### src/hw/rtl/jpfo_pkg.sv
`default_nettype none
package jpfo_pkg;
    localparam int MAX_POINTS_DEF = 32;
    localparam int CNT_W = 7;
    localparam int PT_W = 16;
    localparam int VAL_W = 18;
    localparam int DIF_W = 19;
    localparam int SQ_W = 38;
    localparam logic [SQ_W-1:0] ONE_SQ = SQ_W'(1) << 28;

    typedef struct packed {
        logic valid;
        logic center;
        logic [CNT_W-1:0] pos;
        logic [CNT_W-1:0] step;
        logic signed [VAL_W-1:0] x;
        logic signed [VAL_W-1:0] y;
    } issue_t;

    typedef struct packed {
        logic found;
        logic [CNT_W-1:0] pos;
        logic signed [VAL_W-1:0] x;
        logic signed [VAL_W-1:0] y;
    } best_t;
endpackage
`default_nettype wire

### src/hw/rtl/jpfo_dist.sv
`default_nettype none
module jpfo_dist
(
    input  wire logic                               clk,
    input  wire logic                               rst_n,
    input  wire jpfo_pkg::issue_t                   issue,
    input  wire logic signed [jpfo_pkg::VAL_W-1:0]  ref_x,
    input  wire logic signed [jpfo_pkg::VAL_W-1:0]  ref_y,
    input  wire logic                               clr,
    input  wire logic                               clr_center,
    output logic                                    busy,
    output jpfo_pkg::best_t                         best
);
    logic                                s1_v_reg;
    logic                                s1_center_reg;
    logic [jpfo_pkg::CNT_W-1:0]          s1_pos_reg;
    logic signed [jpfo_pkg::DIF_W-1:0]   s1_dx_reg;
    logic signed [jpfo_pkg::DIF_W-1:0]   s1_dy_reg;
    logic signed [jpfo_pkg::VAL_W-1:0]   s1_x_reg;
    logic signed [jpfo_pkg::VAL_W-1:0]   s1_y_reg;
    logic                                s2_v_reg;
    logic                                s2_center_reg;
    logic [jpfo_pkg::CNT_W-1:0]          s2_pos_reg;
    logic [jpfo_pkg::SQ_W-1:0]           s2_sum_reg;
    logic signed [jpfo_pkg::VAL_W-1:0]   s2_x_reg;
    logic signed [jpfo_pkg::VAL_W-1:0]   s2_y_reg;
    logic                                found_reg;
    logic [jpfo_pkg::SQ_W-1:0]           bd_reg;
    logic [jpfo_pkg::CNT_W-1:0]          bpos_reg;
    logic signed [jpfo_pkg::VAL_W-1:0]   bx_reg;
    logic signed [jpfo_pkg::VAL_W-1:0]   by_reg;
    logic                                s1_v_next;
    logic signed [2*jpfo_pkg::DIF_W-1:0] sqx;
    logic signed [2*jpfo_pkg::DIF_W-1:0] sqy;
    logic                                upd;

    assign s1_v_next = issue.valid && (issue.center || (issue.pos > issue.step));
    assign sqx = s1_dx_reg * s1_dx_reg;
    assign sqy = s1_dy_reg * s1_dy_reg;
    assign upd = s2_v_reg && (s2_center_reg ? (s2_sum_reg < bd_reg) : (s2_sum_reg > bd_reg));

    always_ff @(posedge clk or negedge rst_n)
    begin
        if (!rst_n)
        begin
            s1_v_reg  <= 1'b0;
            s2_v_reg  <= 1'b0;
            found_reg <= 1'b0;
        end
        else
        begin
            s1_v_reg <= s1_v_next;
            s2_v_reg <= s1_v_reg;
            if (clr)
            begin
                found_reg <= 1'b0;
            end
            else if (upd)
            begin
                found_reg <= 1'b1;
            end
        end
    end

    always_ff @(posedge clk)
    begin
        s1_center_reg <= issue.center;
        s1_pos_reg    <= issue.pos;
        s1_dx_reg     <= jpfo_pkg::DIF_W'(issue.x) - jpfo_pkg::DIF_W'(ref_x);
        s1_dy_reg     <= jpfo_pkg::DIF_W'(issue.y) - jpfo_pkg::DIF_W'(ref_y);
        s1_x_reg      <= issue.x;
        s1_y_reg      <= issue.y;
        s2_center_reg <= s1_center_reg;
        s2_pos_reg    <= s1_pos_reg;
        s2_sum_reg    <= jpfo_pkg::SQ_W'(sqx[36:0]) + jpfo_pkg::SQ_W'(sqy[36:0]);
        s2_x_reg      <= s1_x_reg;
        s2_y_reg      <= s1_y_reg;
        if (clr)
        begin
            bd_reg <= clr_center ? jpfo_pkg::ONE_SQ : '0;
        end
        else if (upd)
        begin
            bd_reg   <= s2_sum_reg;
            bpos_reg <= s2_pos_reg;
            bx_reg   <= s2_x_reg;
            by_reg   <= s2_y_reg;
        end
    end

    assign busy = s1_v_reg || s2_v_reg;
    assign best.found = found_reg;
    assign best.pos = bpos_reg;
    assign best.x = bx_reg;
    assign best.y = by_reg;
endmodule
`default_nettype wire

### config.mk
export PLATFORM = sky130hd
export DESIGN_NAME = jpfo_dist
export DESIGN_NICKNAME = d
export VERILOG_FILES = /design/src/hw/rtl/jpfo_pkg.sv /design/src/hw/rtl/jpfo_dist.sv
export SDC_FILE = /design/constraint.sdc
export NUM_CORES = 2
export LEC_CHECK = 0
export BUFFER_PORTS_ARGS = -buffer_cell sky130_fd_sc_hd__buf_2
export CAP_MARGIN = 20
export CORE_MARGIN = 2
export CORE_UTILIZATION = 43
export CTS_CLUSTER_DIAMETER = 50
export DETAILED_ROUTE_END_ITERATION = 10
export SYNTH_ARGS = -nofsm -noshare
export SYNTH_HDL_FRONTEND = slang
export SYNTH_SLANG_ARGS = --single-unit
### constraint.sdc
create_clock -name clk -period 18.4 [get_ports clk]
set_input_delay 1.84 -clock clk [delete_from_list [all_inputs] [get_ports clk]]
set_output_delay 1.84 -clock clk [all_outputs]
set_load 0.05 [all_outputs]
**Yosys cells after proc, flatten, opt, wreduce, memory -nomap -nowiden**

Index checks and enable logic that the tools add are counted.
Widths: inputs -> output; s select.

- Logic and storage cells: 39
- Input bits: 92
- Bits in registers: 248

- Add/subtract/negate cells: 3
- Multiply operators: 2
- Reductions and logical operators: 6
- Muxes and demuxes: 6
- Magnitude comparators: 3
- Bitwise gates (word level): 1

Operator list:

| kind | count |
|---|---|
| $mux 38 | 2 |
| $mul 19x19->37 | 2 |
| $add 37x37->38 | 1 |
| $gt 38x38->1 | 1 |
| $lt 38x38->1 | 1 |
| $sub 18x18->19 | 2 |
| $mux 29 | 1 |
| $gt 7x7->1 | 1 |
| $mux 1 | 3 |
| $logic_and 1x1->1 | 2 |
| $logic_or 1x1->1 | 2 |
| $reduce_and 2->1 | 1 |
| $reduce_bool 2->1 | 1 |
| $not 1->1 | 1 |

**Longest topological paths before layout**

- Word-level depth: 5
- Gate-level depth with buffers: 35
- Mapped depth without buffers: 34

**Worst setup path after synthesis**

Ideal clock, no wire load.

- Path kind: register -> register
- From: register s1_dy_reg[15] in the netlist's numbering
- To: register s2_sum_reg[35] in the netlist's numbering
- Library setup time: 0.123 ns
- Setup slack: 10.441 ns
- Stages on the path, launching flop included: 35
- Arrival: 7.836 ns
- Cells stage by stage: dfxtp_1 -> clkbuf_1 -> clkbuf_1 -> nand2_1 -> fa_1 -> inv_1 -> fa_1 -> inv_1 -> fa_1 -> inv_1 -> fa_1 -> fa_1 -> fa_1 -> fa_1 -> ha_1 -> clkbuf_1 -> nand4_1 -> nor3_1 -> o2111ai_1 -> a31oi_1 -> o31ai_1 -> a21oi_1 -> a21o_1 -> a21oi_1 -> xnor2_1 -> ha_1 -> nor2_1 -> nor2b_1 -> o21ai_0 -> nand2b_1 -> and2_1 -> a31oi_1 -> o211a_1 -> o21bai_1 -> xor2_1

- Cells in the longest elaborated chain, start to end: 2

Ends and longest elaborated chain:

| what | RTL line | text |
|---|---|---|
| start: declaration | jpfo_dist.sv:18 | `logic signed [jpfo_pkg::DIF_W-1:0] s1_dy_reg;` |
| start signal: assignment | jpfo_dist.sv:70 | `s1_dy_reg <= jpfo_pkg::DIF_W'(issue.y) - jpfo_pkg::DIF_W'(ref_y);` |
| $mul 19x19->37 | jpfo_dist.sv:39 | `assign sqy = s1_dy_reg * s1_dy_reg;` |
| $add 37x37->38 | jpfo_dist.sv:75 | `s2_sum_reg <= jpfo_pkg::SQ_W'(sqx[36:0]) + jpfo_pkg::SQ_W'(sqy[36:0]);` |
| end signal: assignment | jpfo_dist.sv:75 |  |
| end: declaration | jpfo_dist.sv:24 | `logic [jpfo_pkg::SQ_W-1:0] s2_sum_reg;` |

No other way between the ends.
A chain may end at the register's enable or synchronous reset.

**Worst setup path after layout**

- From: register s1_dx_reg[5] in the netlist's numbering
- To: register s2_sum_reg[32] in the netlist's numbering

- Cells in the longest elaborated chain, start to end: 2

Ends and longest elaborated chain:

| what | RTL line | text |
|---|---|---|
| start: declaration | jpfo_dist.sv:17 | `logic signed [jpfo_pkg::DIF_W-1:0] s1_dx_reg;` |
| start signal: assignment | jpfo_dist.sv:69 | `s1_dx_reg <= jpfo_pkg::DIF_W'(issue.x) - jpfo_pkg::DIF_W'(ref_x);` |
| $mul 19x19->37 | jpfo_dist.sv:38 | `assign sqx = s1_dx_reg * s1_dx_reg;` |
| $add 37x37->38 | jpfo_dist.sv:75 |  |

No other way between the ends.

==> impl_metrics.env <==
export IMPL_cts_buffers=36
export IMPL_cp_arrival_ps=9540
export IMPL_ys_flop_type="dfxtp_1"
export IMPL_crit_path_start_kind="register"
export IMPL_r2r_end="s2_sum_reg[32]"
export IMPL_rows=103
export IMPL_r2r_cells=28
export IMPL_avgViaCountPerCell=4.85
export IMPL_r2r_start="s1_dx_reg[5]"
export IMPL_routedWlPerCell_um=15.8
export IMPL_min_from="s1_x_reg[3]"
export IMPL_area_delta_synth_final_pct=9.00
export IMPL_totalWireLength_mm=73.0
export IMPL_core_mm2=0.0790
export IMPL_fin_crit_sh_pct=49.8
export IMPL_finalSetupTns_ps=0
export IMPL_synth_warnings=0
export IMPL_grt_pass1_vias=24550
export IMPL_cts_resized=0
export IMPL_path_max_fanout=17
export IMPL_post_route_min_period_ps=9170
export IMPL_synth_cell_types=70
export IMPL_grt_max_degree=42
export IMPL_hpwlAfterDp_mm=60.6
export IMPL_clk_pin_slew_ps=60
export IMPL_setup_viol=0
export IMPL_ctsHoldBuffers=0
export IMPL_min_delay_worst_endpoint="s2_x_reg[3]"
export IMPL_ys_async_sr_fraction_pct=1.21
export IMPL_crit_start="s1_dx_reg[5]"
export IMPL_htreeDepth=2
export IMPL_drc=0
export IMPL_ys_seq_area_share_pct=16.9
export IMPL_drtAntennaViolNets=0
export IMPL_hold_viol=0
export IMPL_io_pins=137
export IMPL_syn_avg_cell_area_um2=10.0
export IMPL_synth_nets=4543
export IMPL_slew_violations=0
export IMPL_drt_pass1_iterations=5
export IMPL_port_buffers=136
export IMPL_start_util_pct=43.4
export IMPL_grt_ovfl_total=0
export IMPL_via_count=22460
export IMPL_worstSkewPairLatency_ps=570
export IMPL_relSlewSlack_pct=32.2
export IMPL_outcome="completed"
export IMPL_antenna_found_initial=3
export IMPL_worstMarginPinSlew_ps=1010
export IMPL_crit_top_cell="fa_1"
export IMPL_die_area_mm2=0.0820
export IMPL_grt_pass1_wl_mm=124
export IMPL_preCtsSetupSlack_ps=9400
export IMPL_rsz0062_at_grt="false"
export IMPL_netlist_instances=3430
export IMPL_die_y_um=286
export IMPL_nets=4664
export IMPL_fin_worst_skew_ps=37.9
export IMPL_ctsLongestPathBuffers=3
export IMPL_max_freq_ghz=0.109
export IMPL_finalWorstSetupSlack_ps=9230
export IMPL_slowest_stage="dfxtp_1"
export IMPL_maxCapViolations=0
export IMPL_hp_class="register to register"
export IMPL_drtIter0Drc=844
export IMPL_cts_root_buf="clkbuf_16"
export IMPL_gp_congestion=0.856
export IMPL_diodes=0
export IMPL_clock_sinks=248
export IMPL_cpPeakStageDelay_ps=960
export IMPL_cts_tree="yes"
export IMPL_worstSetupPathType="register to register"
export IMPL_grt_usage_pct=19.0
export IMPL_endpoint_kind="register"
export IMPL_drive_above_1_share_pct=6.90
export IMPL_ys_ff_latch=248
export IMPL_post_cts_buffers=0
export IMPL_synth_edf_count=81
export IMPL_regToRegSetupSlack_ps=9230
export IMPL_hold_depth=0
export IMPL_synth_area_mm2=0.0343
export IMPL_chipWidth_um=286
export IMPL_crit_required_ps=18780
==> critical path, delay by kind of cell (launching register included) <==
family / cells / cell delay [ps]
adder cells (fa/ha/maj): 9 / 3940
AO/OA/AOI/OAI: 10 / 2360
AND/OR/NAND/NOR: 5 / 1030
flip-flops: 1 / 960
buffers and inverters: 3 / 520
XOR/XNOR: 1 / 170
==> Yosys cell counts (3+ instances only) <==
library cell | n | share of area (%)
inv_1 | 833 | 9.1
fa_1 | 660 | 39
ha_1 | 361 | 13
nand2_1 | 280 | 3.1
dfxtp_1 | 164 | 9.6
nor2_1 | 125 | 1.4
xnor2_1 | 116 | 3.0
and2_1 | 109 | 2.0
a21oi_1 | 91 | 1.3
edfxtp_1 | 81 | 7.1
nor2b_1 | 77 | 1.4
clkbuf_1 | 72 | 0.79
a21o_1 | 56 | 1.2
o21ai_0 | 56 | 0.82
xor2_1 | 38 | 0.97
o21a_1 | 33 | 0.72
nor3_1 | 28 | 0.41
nand3_1 | 26 | 0.38
nand2b_1 | 24 | 0.44
and3_1 | 17 | 0.31
o211ai_1 | 16 | 0.35
a31oi_1 | 15 | 0.27
o21bai_1 | 14 | 0.31
a211oi_1 | 13 | 0.28
nand4_1 | 13 | 0.24
or2_2 | 12 | 0.22
or3_1 | 9 | 0.16
o31ai_1 | 7 | 0.15
a211o_1 | 6 | 0.15
a21boi_0 | 6 | 0.13
o31a_1 | 6 | 0.15
a31o_2 | 4 | 0.10
o21ai_1 | 4 | 0.058
dfrtp_1 | 3 | 0.22
mux2i_1 | 3 | 0.088
o211a_1 | 3 | 0.088
o22ai_1 | 3 | 0.055
o41ai_1 | 3 | 0.077
==> metal layers <==
layer  wire length (um)  vias up  track usage [%]
met1              31900    11234             24.8
li1                   -    10785                -
met3               3120       92             2.70
met4               1740        2             4.84
met2              36300      347             33.3
met5                 13        -                0
==> cell type report <==
class                      instances  area, um^2
clock inverter                    22         243
fill                            7493       41600
clock buffer                      44         962
multi-input combinational       2275       25100
tap                             1050        1310
timing repair buffer             157         838
sequential                       248        5790
inverter                         833        3130
==> cell usage in the layout (no fill, tap or decap), drive strengths merged, types with 4 or more instances in the layout <==
master,instances
o211ai,17
xor2,38
a21o,56
nand2,280
and2,109
o41ai,5
edfxtp,81
dfxtp,164
and3,17
nand3,26
nor3,28
a31o,5
a211oi,13
or2,14
inv,841
or3,9
nand2b,24
o21ai,60
nor2b,77
nand4,13
fa,660
nor2,125
a211o,6
ha,361
a21oi,92
o31ai,8
o21bai,14
buf,157
xnor2,116
a31oi,16
a21boi,8
o31a,6
clkinv,9
clkinvlp,4
o21a,33
clkbuf,44
==> stage by stage <==
stage          hold WS [ps]  area, um^2  std cells  util (%)
6_report                313       37400       4629      47.3
2_1_floorplan           310       34300       3430         -
3_3_place_gp            310       36200       4563      45.8
4_1_cts                 312       37400       4629      47.3
3_5_place_dp            312       36200       4563      45.8
5_1_grt                 321       37400       4629      47.3
==> worst max path at each step <==
stage,to,slack (ps),depth (start not counted)
after floorplan,s2_sum_reg[35],10440,34
after global placement,s2_sum_reg[32],9410,29
after detailed placement,s2_sum_reg[32],9400,28
after CTS,s2_sum_reg[32],9380,28
after global routing,s2_sum_reg[32],8700,29
final,s2_sum_reg[32],9230,28
==> logic make-up after synthesis <==
family / share of synthesized area [%]
XOR/XNOR: 3.93
multiplexers: 0.120
buffers and inverters: 9.96
flip-flops: 16.9
AND/OR/NAND/NOR: 10.2
adder cells (fa/ha/maj): 51.7
AO/OA/AOI/OAI: 7.16
Power is left out: the tool's default activity adds up to more than one toggle a clock period on the data nets, which glitch-free logic cannot reach.
