## src/hw/rtl/jpfo_pkg.sv

```systemverilog
`default_nettype none
package jpfo_pkg;
    localparam int MAX_POINTS_DEF = 32;
    localparam int CNT_W = 7;
    localparam int PT_W = 16;
    localparam int VAL_W = 18;
    localparam int DIF_W = 19;
    localparam int SQ_W = 38;
    localparam logic [SQ_W-1:0] ONE_SQ = SQ_W'(1) << 28;

    typedef struct packed {
        logic valid;
        logic center;
        logic [CNT_W-1:0] pos;
        logic [CNT_W-1:0] step;
        logic signed [VAL_W-1:0] x;
        logic signed [VAL_W-1:0] y;
    } issue_t;

    typedef struct packed {
        logic found;
        logic [CNT_W-1:0] pos;
        logic signed [VAL_W-1:0] x;
        logic signed [VAL_W-1:0] y;
    } best_t;
endpackage
`default_nettype wire

```

## src/hw/rtl/jpfo_cell.sv

```systemverilog
`default_nettype none
module jpfo_cell
(
    input  wire logic                                clk,
    input  wire logic                                load_en,
    input  wire logic                                shift_en,
    input  wire logic                                is_tail,
    input  wire logic signed [jpfo_pkg::VAL_W-1:0]   pt_x,
    input  wire logic signed [jpfo_pkg::VAL_W-1:0]   pt_y,
    input  wire logic signed [jpfo_pkg::VAL_W-1:0]   nb_x,
    input  wire logic signed [jpfo_pkg::VAL_W-1:0]   nb_y,
    input  wire logic signed [jpfo_pkg::VAL_W-1:0]   ret_x,
    input  wire logic signed [jpfo_pkg::VAL_W-1:0]   ret_y,
    output logic signed [jpfo_pkg::VAL_W-1:0]        x,
    output logic signed [jpfo_pkg::VAL_W-1:0]        y
);
    logic signed [jpfo_pkg::VAL_W-1:0] x_reg;
    logic signed [jpfo_pkg::VAL_W-1:0] y_reg;

    always_ff @(posedge clk)
    begin
        if (load_en)
        begin
            x_reg <= pt_x;
            y_reg <= pt_y;
        end
        else if (shift_en)
        begin
            x_reg <= is_tail ? ret_x : nb_x;
            y_reg <= is_tail ? ret_y : nb_y;
        end
    end

    assign x = x_reg;
    assign y = y_reg;
endmodule
`default_nettype wire

```

## config.mk

```make
export PLATFORM = sky130hd
export DESIGN_NAME = jpfo_cell
export DESIGN_NICKNAME = d
export VERILOG_FILES = /design/src/hw/rtl/jpfo_pkg.sv /design/src/hw/rtl/jpfo_cell.sv
export SDC_FILE = /design/constraint.sdc
export NUM_CORES = 1
export LEC_CHECK = 0
export CORE_AREA = 3 3 66 68
export DETAILED_ROUTE_END_ITERATION = 10
export DIE_AREA = 0 0 69 71
export DONT_BUFFER_PORTS = 1
export SLEW_MARGIN = 20
export SYNTH_ARGS = -nofsm -noshare
export SYNTH_HDL_FRONTEND = slang
export SYNTH_SLANG_ARGS = --single-unit
```

## constraint.sdc

```tcl
create_clock -name clk -period 4.4 [get_ports clk]
set_clock_uncertainty 0.2 [all_clocks]
set_input_delay 0.88 -clock clk [delete_from_list [all_inputs] [get_ports clk]]
set_output_delay 0.88 -clock clk [all_outputs]
set_load 0.02 [all_outputs]
```

**Word level (Yosys, flattened, before mapping)**

Cells that the tools add are included.

- Reduce and logical (&&, ||, !) cells: 1
- Multiplexer cells: 6

Operator list:

| operator | number |
|---|---|
| $mux 18 | 6 |
| $reduce_bool 2->1 | 1 |

- Register bits after elaboration: 36
- Logic and storage cells: 9
- Output and inout port bits: 36
- Input port bits: 112

**Longest topological paths before layout**

Gate-level depths: netlist of run 1.

- Word-level depth: 3
- Gate-level depth with buffers: 4

**Least setup slack after synthesis of run 1**

OpenSTA, ideal clock, no wires.

- Kind: input to register
- Start point: in load_en
- End point: reg x_reg (netlist bit x[0]) (enable)
- Data arrival time: 1.559 ns
- Setup slack: 2.301 ns
- Buffers on the path: 1
- Cell stages on the path: 2
- Path through: buf_4 or2_2

- Word-level cells in the longest chain between the ends: 1

Ends and longest elaborated chain:

| element | RTL line | source |
|---|---|---|
| from (decl) | jpfo_cell.sv:5 | `input wire logic load_en,` |
| $reduce_bool 2->1 (no source line) | - |  |
| to (signal assigned) | jpfo_cell.sv:24 | `x_reg <= pt_x;` |
| to (signal assigned) | jpfo_cell.sv:29 | `x_reg <= is_tail ? ret_x : nb_x;` |
| to (decl) | jpfo_cell.sv:17 | `logic signed [jpfo_pkg::VAL_W-1:0] x_reg;` |

Every way passes these cells.
A chain may end at the register's enable or synchronous reset.

**Final worst setup path of run 1**

- Start point: reg x_reg (netlist bit x[16])
- End point: out x[16] (netlist name)

RTL lines:

| element | RTL line | source |
|---|---|---|
| to (decl) | jpfo_cell.sv:14 | `output logic signed [jpfo_pkg::VAL_W-1:0] x,` |

No word-level cell between the ends.

==> results of run 1 <==
==> worst paths after layout <==
check | slack [ns] | cells after the start | end | from
min | 0.59 | 2 | y[9] | pt_y[9]
max | 2.54 | 0 | x[16] | x[16]
==> layout by cell type (no fill, tap or decap) <==
cell and count:
sky130_fd_sc_hd__clkinv_1 1, sky130_fd_sc_hd__or2_2 1, sky130_fd_sc_hd__clkbuf_8 5, sky130_fd_sc_hd__mux2i_1 36
sky130_fd_sc_hd__o21ai_0 6, sky130_fd_sc_hd__clkbuf_1 2, sky130_fd_sc_hd__nand2_1 36, sky130_fd_sc_hd__o21ai_1 29
sky130_fd_sc_hd__edfxtp_1 36, sky130_fd_sc_hd__o21ai_2 1
==> kinds of logic (layout without fill, tap and decap cells) <==
| kind of cell | count (synthesis) | after routing | synth area share (%) |
|---|---|---|---|
| mux | 36 | 36 | 19.2 |
| flops | 36 | 36 | 57.7 |
| buf+inv | 12 | 8 | 5.74 |
| compound gates | 36 | 36 | 9.81 |
| simple gates | 37 | 37 | 7.54 |
==> Yosys cell counts (all sizes together) <==
library cell,n
edfxtp,36
clkbuf,5
mux2i,36
buf,7
o21ai,36
or2,1
nand2,36
==> power by group through the flow <==
| stage | combinational, mW | sequential (mW) | clock (mW) |
|---|---|---|---|
| final | 0.0510 | 0.495 | 0.219 |
| after global routing | 0.0586 | 0.498 | 0.240 |
| after CTS | 0.0522 | 0.497 | 0.225 |
| after detailed placement | 0.0527 | 0.503 | 0 |
| after global placement | 0.0492 | 0.504 | 0 |
| after floorplan | 0.0662 | 0.496 | 0 |
==> metal layers <==
layer	up-vias	track usage, %
met4	0	7.81
met1	501	12.4
li1	559	-
met5	-	0
met3	11	8.66
met2	85	25.3
==> cell type report <==
class / instances / area [µm²]
clock buffers: 7 / 76.3
clock inverters: 1 / 3.75
fillers: 352 / 2000
multi-input cells: 109 / 686
flip-flops and latches: 36 / 1080
well taps: 50 / 62.6
==> results.md, run 1 <==
* Buffers inserted during post-CTS setup optimization at 0
* Number of pins exceeding their max-slew limit in the final report at 0
* Setup Slack @ Placement at 2.26 ns
* Max frequency at 539 MHz
* I/O pin cnt at 148
* Clock sink count at 36
* Final core utilization at 48.8%
* Peak supply drop at 0.138 mV
* Number of input and output port buffers inserted at 0
* Filler-free cell count of the finished design at 203
* Sum of overflow across all layers after global routing at 0
* Switching pwr at 0.198 mW
* Total power draw at 0.765 mW
* Area overhead of the layout relative to synthesis at 1.87%
* Sequential share of the synthesized area at 57.7%
* Net count, final at 264
* Initial Util at 47.9%
* Dominant cells by area after synthesis: sky130_fd_sc_hd__edfxtp_1 58%, sky130_fd_sc_hd__mux2i_1 19%, sky130_fd_sc_hd__o21ai_1 7.7%
* Comb pwr share at 6.7%
* Signal arrival time at the worst endpoint at 0.78 ns
* Initial antenna violation count at 0
* Met2 wire len at 1860 µm
* Worst hold slack after final layout at 0.594 ns
* CTS tree: yes
* Largest net degree at the start of global routing at 74
* Pin slew with the least headroom to its limit at 0.819 ns
* Most area-hungry cell type in the Yosys netlist: sky130_fd_sc_hd__edfxtp_1
* Portion of synthesized cell area occupied by the leading cell type at 57.7%
* Net count of the mapped netlist at 269
* Post-route ant nets at 0
* Via count of the first global-routing pass at 1219
* Final-layout setup total negative slack at 0 ns
* First DRT Iteration DRCs at 83
* Number of cells after detailed placement at 195
* Setup violation total in the final timing report at 0
* Pwr/cell area at 400 nW/µm²
* Rel. slew slack at 45.4%
* Length of the first detailed-routing pass in iterations at 4
* Quantity of gates resized following cts at 0
* Total number of vias at 1156
* Number of max-cap violations at 0
* Post-Synthesis Mean Instance Area at 11.9 µm²
* Core Footprint at 3910 µm²
* Run status: complete, no violations
* Highest metal layer with signal wires: met4
* Register bit count reported by yosys at 36
* Count of endpoints failing hold in the final timing report at 0
* Distinct cells, synth at 12
* Die width at 69 µm
* DRT Wirelength at 3680 µm
* Die Y-Extent at 71 µm
* Syn. warnings at 0
* Top fanout value on the critical path at 1
* Share of post-route cells with drive strength above 1 at 4.58%
* Fraction of power spent switching nets at 25.9%
* Total clock buffers created by CTS at 5
* Category of the worst setup path capture point: output port
* Routed wl met3 at 485 µm
* DP Area at 1830 µm²
* Cell area after synthesis at 1870 µm²
* Sequential fraction of design power at 64.7%
* Global-route wire length before repair at 5510 µm
* Clock slew at the register clock pins of the worst setup and hold paths at 0.07 ns
* Critical path required time at 3.32 ns
* Maximum root-to-sink buffer count at 2
* Minimum clock period after layout at 1.86 ns
* FP Rows at 23
* Drt wl/cell at 18.1 µm
* Final WS setup at 2.54 ns
* Leakage power total at 0.755 nW
* Placer congestion estimate at 0.744
* Avg Vias per Cell at 5.69
* Root buf cell: sky130_fd_sc_hd__clkbuf_8
* Met1 WL at 1250 µm
* Count of hold buffers inserted by post-cts repair at 0
* Internal Power at 0.567 mW
* Non-Filler Cell Area, Final at 1910 µm²
* Share of the clock period used by the worst path at 42.2%
* Post-detailed-route DRC marker count at 0
* Clock power frac at 28.6%
* Area of the die at 4900 µm²
* Maximum level of the CTS H-tree at 2
* Type of the most critical hold path: in -> reg
* Class of the most critical setup path: reg -> out
* Diodes inserted at 0
* Setup repair after global routing missed its margin: no
* GRT Overall Usage at 14.3%
* Launching element type of the critical path: register
* Syn Inst Count at 157
No activity file was read; power rests on OpenSTA's default activity.
==> inputs of run 2 (changes only) <==
- clock period: 4.4 -> 1.9 ns (I/O delays scaled with it)
==> run 2 against run 1 <==
Against the previous run:
- global-route usage fell by 0.39 points
- setup slack got worse by 2.0 ns
- first-iteration DRC count fell by 9.6%
- cell area fell by 0.20%
- wire length rose by 2.5%
- die area did not move
- flip-flop and latch count did not move
- via count rose by 1.8%
- count of clock-buffer cells in the layout fell by 2
- core utilization fell by 0.096 points
- non-clock buffer count did not move
- critical path type unchanged
- largest cell class unchanged
==> results.md, run 2 (same netlist as run 1, synthesis figures left out) <==
* Share of the clock period used by the worst path at 71.2%
* Buffers inserted during post-CTS setup optimization at 0 (unchanged)
* I/O pin cnt at 148 (unchanged)
* Launching element type of the critical path: register
* Die Y-Extent at 71 µm (unchanged)
* First DRT Iteration DRCs at 75 (-9.6%)
* Area of the multi-input gates at 686 µm² (unchanged)
* Leading cell types in the layout, fill and taps excluded: 36 x sky130_fd_sc_hd__mux2i_1, 36 x sky130_fd_sc_hd__nand2_1, 36 x sky130_fd_sc_hd__edfxtp_1
* Initial antenna violation count at 0 (unchanged)
* Avg Vias per Cell at 5.83 (+2.3%)
* Count of hold buffers inserted by post-cts repair at 0 (unchanged)
* Setup repair after global routing missed its margin: no
* Count of endpoints failing hold in the final timing report at 0 (unchanged)
* Rel. slew slack at 44.1% (-1.3 points)
* Max frequency at 739 MHz
* Net count, final at 264 (unchanged)
* Type of the most critical hold path: in -> reg
* Diodes inserted at 0 (unchanged)
* Maximum root-to-sink buffer count at 2 (unchanged)
* Maximum level of the CTS H-tree at 2 (unchanged)
* Post-detailed-route DRC marker count at 0 (unchanged)
* Top fanout value on the critical path at 1 (unchanged)
* Filler-free cell count of the finished design at 202 (-0.49%)
* Number of input and output port buffers inserted at 0 (unchanged)
* Number of pins exceeding their max-slew limit in the final report at 0 (unchanged)
* Leakage power total at 0.754 nW (-0.11%)
* Post-route ant nets at 0 (unchanged)
* Global-route wire length before repair at 5340 µm (-3.0%)
* Clock slew at the register clock pins of the worst setup and hold paths at 0.07 ns (about the same)
* Pwr/cell area at 920 nW/µm² (+130%)
* Clock sink count at 36 (unchanged)
* DRT Wirelength at 3770 µm (+2.5%)
* Area overhead of the layout relative to synthesis at 1.67%
* Root buf cell: sky130_fd_sc_hd__clkbuf_8
* Category of the worst setup path capture point: output port
* Run status: complete, no violations
* Initial Util at 47.9% (unchanged)
* Via count of the first global-routing pass at 1135 (-6.9%)
* FP Rows at 23 (unchanged)
* Setup violation total in the final timing report at 0 (unchanged)
* Total number of vias at 1177 (+1.8%)
* Placer congestion estimate at 0.746 (+0.30%)
* Die width at 69 µm (unchanged)
* Count of fill cells added during filler insertion at 362 (+2.8%)
* Sequential Area at 1080 µm² (unchanged)
* Length of the first detailed-routing pass in iterations at 4 (unchanged)
* Share of post-route cells with drive strength above 1 at 4.61% (+0.030 points)
* Core Footprint at 3910 µm² (unchanged)
* CTS tree: yes
* Total clock buffers created by CTS at 5 (unchanged)
* Sum of overflow across all layers after global routing at 0 (unchanged)
* Number of cells after detailed placement at 195 (unchanged)
* Minimum clock period after layout at 1.35 ns
* Final-layout setup total negative slack at 0 ns (unchanged)
* Area of the die at 4900 µm² (unchanged)
* Post-detail-place hpwl at 2790 µm
* Final core utilization at 48.7% (-0.096 points)
* Signal arrival time at the worst endpoint at 0.77 ns (about the same)
* Quantity of gates resized following cts at 0 (unchanged)
* Class of the most critical setup path: reg -> out
* Largest net degree at the start of global routing at 74 (unchanged)
* Pin slew with the least headroom to its limit at 0.839 ns (+0.0195 ns)
* Critical path required time at 1.32 ns (-2.00 ns)
* Number of max-cap violations at 0 (unchanged)
* Peak supply drop at 0.398 mV (+190%)
* GRT Overall Usage at 13.9% (-0.39 points)
* Drt wl/cell at 18.7 µm (+3.0%)
run 2: cell types whose count changed in the layout (fill, tap and decap cells not counted), sizes merged:
cell and delta:
clkbuf -2, clkinv +1
run 2: final timing paths:
path	from	endpoint	slack [ns]	cells past startpoint
worst max-delay path	y[15]	y[15]	0.55	0
worst min-delay path	pt_y[9]	y[9]	0.1	2
run 2: power breakdown:
group / internal (mW) / switching [mW]
Combinational: 0.0645 / 0.0553
Clock: 0.242 / 0.244
Sequential: 0.993 / 0.154
Total: 1.30 / 0.453
run 2: layout make-up:
class / count / share of cell area [%]
well taps: 50 / 3.28
clock inverters: 2 / 0.394
clock buffers: 5 / 3.61
flip-flops and latches: 36 / 56.7
multi-input cells: 109 / 36.0
run 2: routing by layer:
metal / vias up / routed length, µm / global-route usage, %
met3: 4 / 473 / 8.95
met4: 0 / 39 / 4.99
met1: 526 / 1270 / 12.2
met2: 87 / 1990 / 25.4
met5: - / 0 / 0
li1: 560 / - / -
run 2: per-stage QoR:
step           hold slack [ns]  total power, mW  cell area, µm²  setup WS, ns
2_1_floorplan            0.371             1.30            1870         0.301
6_report                0.0979             1.75            1910         0.547
4_1_cts                 0.0864             1.78            1910         0.532
5_1_grt                 0.0923             1.82            1910         0.516
3_5_place_dp             0.383             1.29            1830         0.262
3_3_place_gp             0.377             1.28            1830         0.282
==> inputs of run 3 (changes only) <==
- clock period: 1.9 -> 1.33 ns (I/O delays scaled with it)
==> run 3 against run 2 <==
Against the previous run:
- flip-flop and latch count unchanged
- setup slack worse by 0.47 ns
- the run now ends with hold timing left
- critical path depth up 3
- first-iteration DRC count down 17%
- hold slack worse by 0.11 ns
- sequential share of layout area down 6.7 points
- non-clock buffer count up 26
- highest routed layer unchanged
- die area unchanged
- largest power group unchanged
- cell area up 13%
- core utilization up 6.5 points
==> results.md, run 3 (same netlist as run 1, synthesis figures left out) <==
* Run status: finished, violations left
* Violations in the final reports: hold timing
* Core Footprint at 3910 µm² (unchanged)
* Number of input and output port buffers inserted at 0 (unchanged)
* Final-layout setup total negative slack at 0 ns (unchanged)
* Max frequency at 800 MHz
* Class of the most critical setup path: in -> reg
* Largest net degree at the start of global routing at 74 (unchanged)
* Drt wl/cell at 17.6 µm (-5.9%)
* Number of cells after detailed placement at 195 (unchanged)
* Net count, final at 290 (+9.8%)
* Length of the first detailed-routing pass in iterations at 4 (unchanged)
* Setup Slack @ Placement at 0.0523 ns (-0.210 ns)
* Maximum root-to-sink buffer count at 2 (unchanged)
* Die width at 69 µm (unchanged)
* Maximum level of the CTS H-tree at 2 (unchanged)
* Setup violation total in the final timing report at 0 (unchanged)
* Category of the worst setup path capture point: register
* Final WS setup at 0.0796 ns (-0.467 ns)
* Global-route wire length before repair at 6090 µm (+14%)
* Root buf cell: sky130_fd_sc_hd__clkbuf_8
* Quantity of gates resized following cts at 0 (unchanged)
* Initial antenna violation count at 0 (unchanged)
* Rel. slew slack at 67.4% (+23 points)
* Capturing element of the worst setup path: x[4]
* Share of post-route cells with drive strength above 1 at 3.98% (-0.63 points)
* Launching instance or port of the critical path: is_tail
* GRT Overall Usage at 15.9% (+2.0 points)
* Pin slew with the least headroom to its limit at 0.490 ns (-0.349 ns)
* Signal arrival time at the worst endpoint at 1.07 ns (+0.30 ns)
* Avg Vias per Cell at 5.57 (-4.5%)
* Leakage power total at 0.854 nW (+13%)
* Area of the die at 4900 µm² (unchanged)
* Peak supply drop at 0.462 mV (+16%)
* Post-route ant nets at 0 (unchanged)
* Critical path required time at 1.15 ns (-0.17 ns)
* FP Rows at 23 (unchanged)
* Sum of overflow across all layers after global routing at 0 (unchanged)
* First DRT Iteration DRCs at 62 (-17%)
* Share of the clock period used by the worst path at 94.0%
* Via count of the first global-routing pass at 1289 (+14%)
* Worst hold slack after final layout at -0.0105 ns (-0.108 ns)
* Clock sink count at 36 (unchanged)
* Setup repair after global routing missed its margin: no
* Top fanout value on the critical path at 36 (+35)
* Leading cell types in the layout, fill and taps excluded: 36 x sky130_fd_sc_hd__mux2i_1, 36 x sky130_fd_sc_hd__nand2_1, 36 x sky130_fd_sc_hd__edfxtp_1
* Count of endpoints failing hold in the final timing report at 2 (+2)
* Initial Util at 47.9% (unchanged)
* Diodes inserted at 0 (unchanged)
* Post-detailed-route DRC marker count at 0 (unchanged)
* DRT Wirelength at 3970 µm (+5.3%)
* Clock slew at the register clock pins of the worst setup and hold paths at 0.06 ns (about the same)
* Type of the most critical hold path: in -> reg
* Filler-free cell count of the finished design at 226 (+12%)
* Total clock buffers created by CTS at 5 (unchanged)
* Launching element type of the critical path: primary input
* Number of max-cap violations at 0 (unchanged)
* CTS tree: yes
* Number of pins exceeding their max-slew limit in the final report at 0 (unchanged)
* Placer congestion estimate at 0.772 (+3.4%)
* Area overhead of the layout relative to synthesis at 15.3%
* Total number of vias at 1258 (+6.9%)
* Pwr/cell area at 1170 nW/µm² (+28%)
* Die Y-Extent at 71 µm (unchanged)
* Minimum clock period after layout at 1.25 ns
* I/O pin cnt at 148 (unchanged)
==> run 3: changes by cell type in the layout (fill, tap and decap cells not counted) <==
cell / delta
sky130_fd_sc_hd__clkinv_1: -2
sky130_fd_sc_hd__or2_4: +1
sky130_fd_sc_hd__dlygate4sd3_1: +26
sky130_fd_sc_hd__or2_2: -1
==> run 3: final cells by class <==
cell class	instances	area [µm²]
clock buffer	5	68.8
fill	330	1750
multi-input combinational	109	688
sequential	36	1080
tap	50	62.6
timing repair buffer	26	260
==> run 3: worst max-delay path, cell delays in order <==
cell and delay (ns):
sky130_fd_sc_hd__mux2i_1 0.17, sky130_fd_sc_hd__o21ai_1 0.08, sky130_fd_sc_hd__dlygate4sd3_1 0.55
==> run 3: worst min path at each step <==
stage / startpoint / end / depth (start not counted)
floorplan: pt_x[16] / x[16] / 2
global placement: pt_x[15] / x[15] / 2
detailed placement: pt_x[15] / x[15] / 2
CTS: load_en / y[9] / 2
global route: load_en / y[9] / 2
finish: load_en / y[9] / 2
==> run 3: timing repair <==
action	CTS	global route
endpoints found under the setup margin	0	0
buffers inserted	0	0
hold buffers	25	1
endpoints found under the hold margin	25	11
==> run 3: stage by stage <==
stage          hold WS [ns]  total power [mW]  cell area, µm²  utilization (%)
2_1_floorplan         0.257              1.86            1880                -
3_3_place_gp          0.266              1.83            1830             46.8
3_5_place_dp          0.271              1.84            1830             46.8
4_1_cts             -0.0269              2.57            2150             55.0
5_1_grt             -0.0254              2.66            2160             55.2
6_report            -0.0105              2.53            2160             55.2
==> run 3: report_power, final <==
group | switching (mW) | internal, mW
Combinational | 0.0913 | 0.144
Sequential | 0.222 | 1.42
Clock | 0.321 | 0.337
Total | 0.634 | 1.90
==> run 3: per-layer routing <==
layer	share of wire [%]	global-route usage [%]
met1	31	13.5
met2	55	30.1
met3	12	9.38
met4	1.9	6.07
met5	0	0
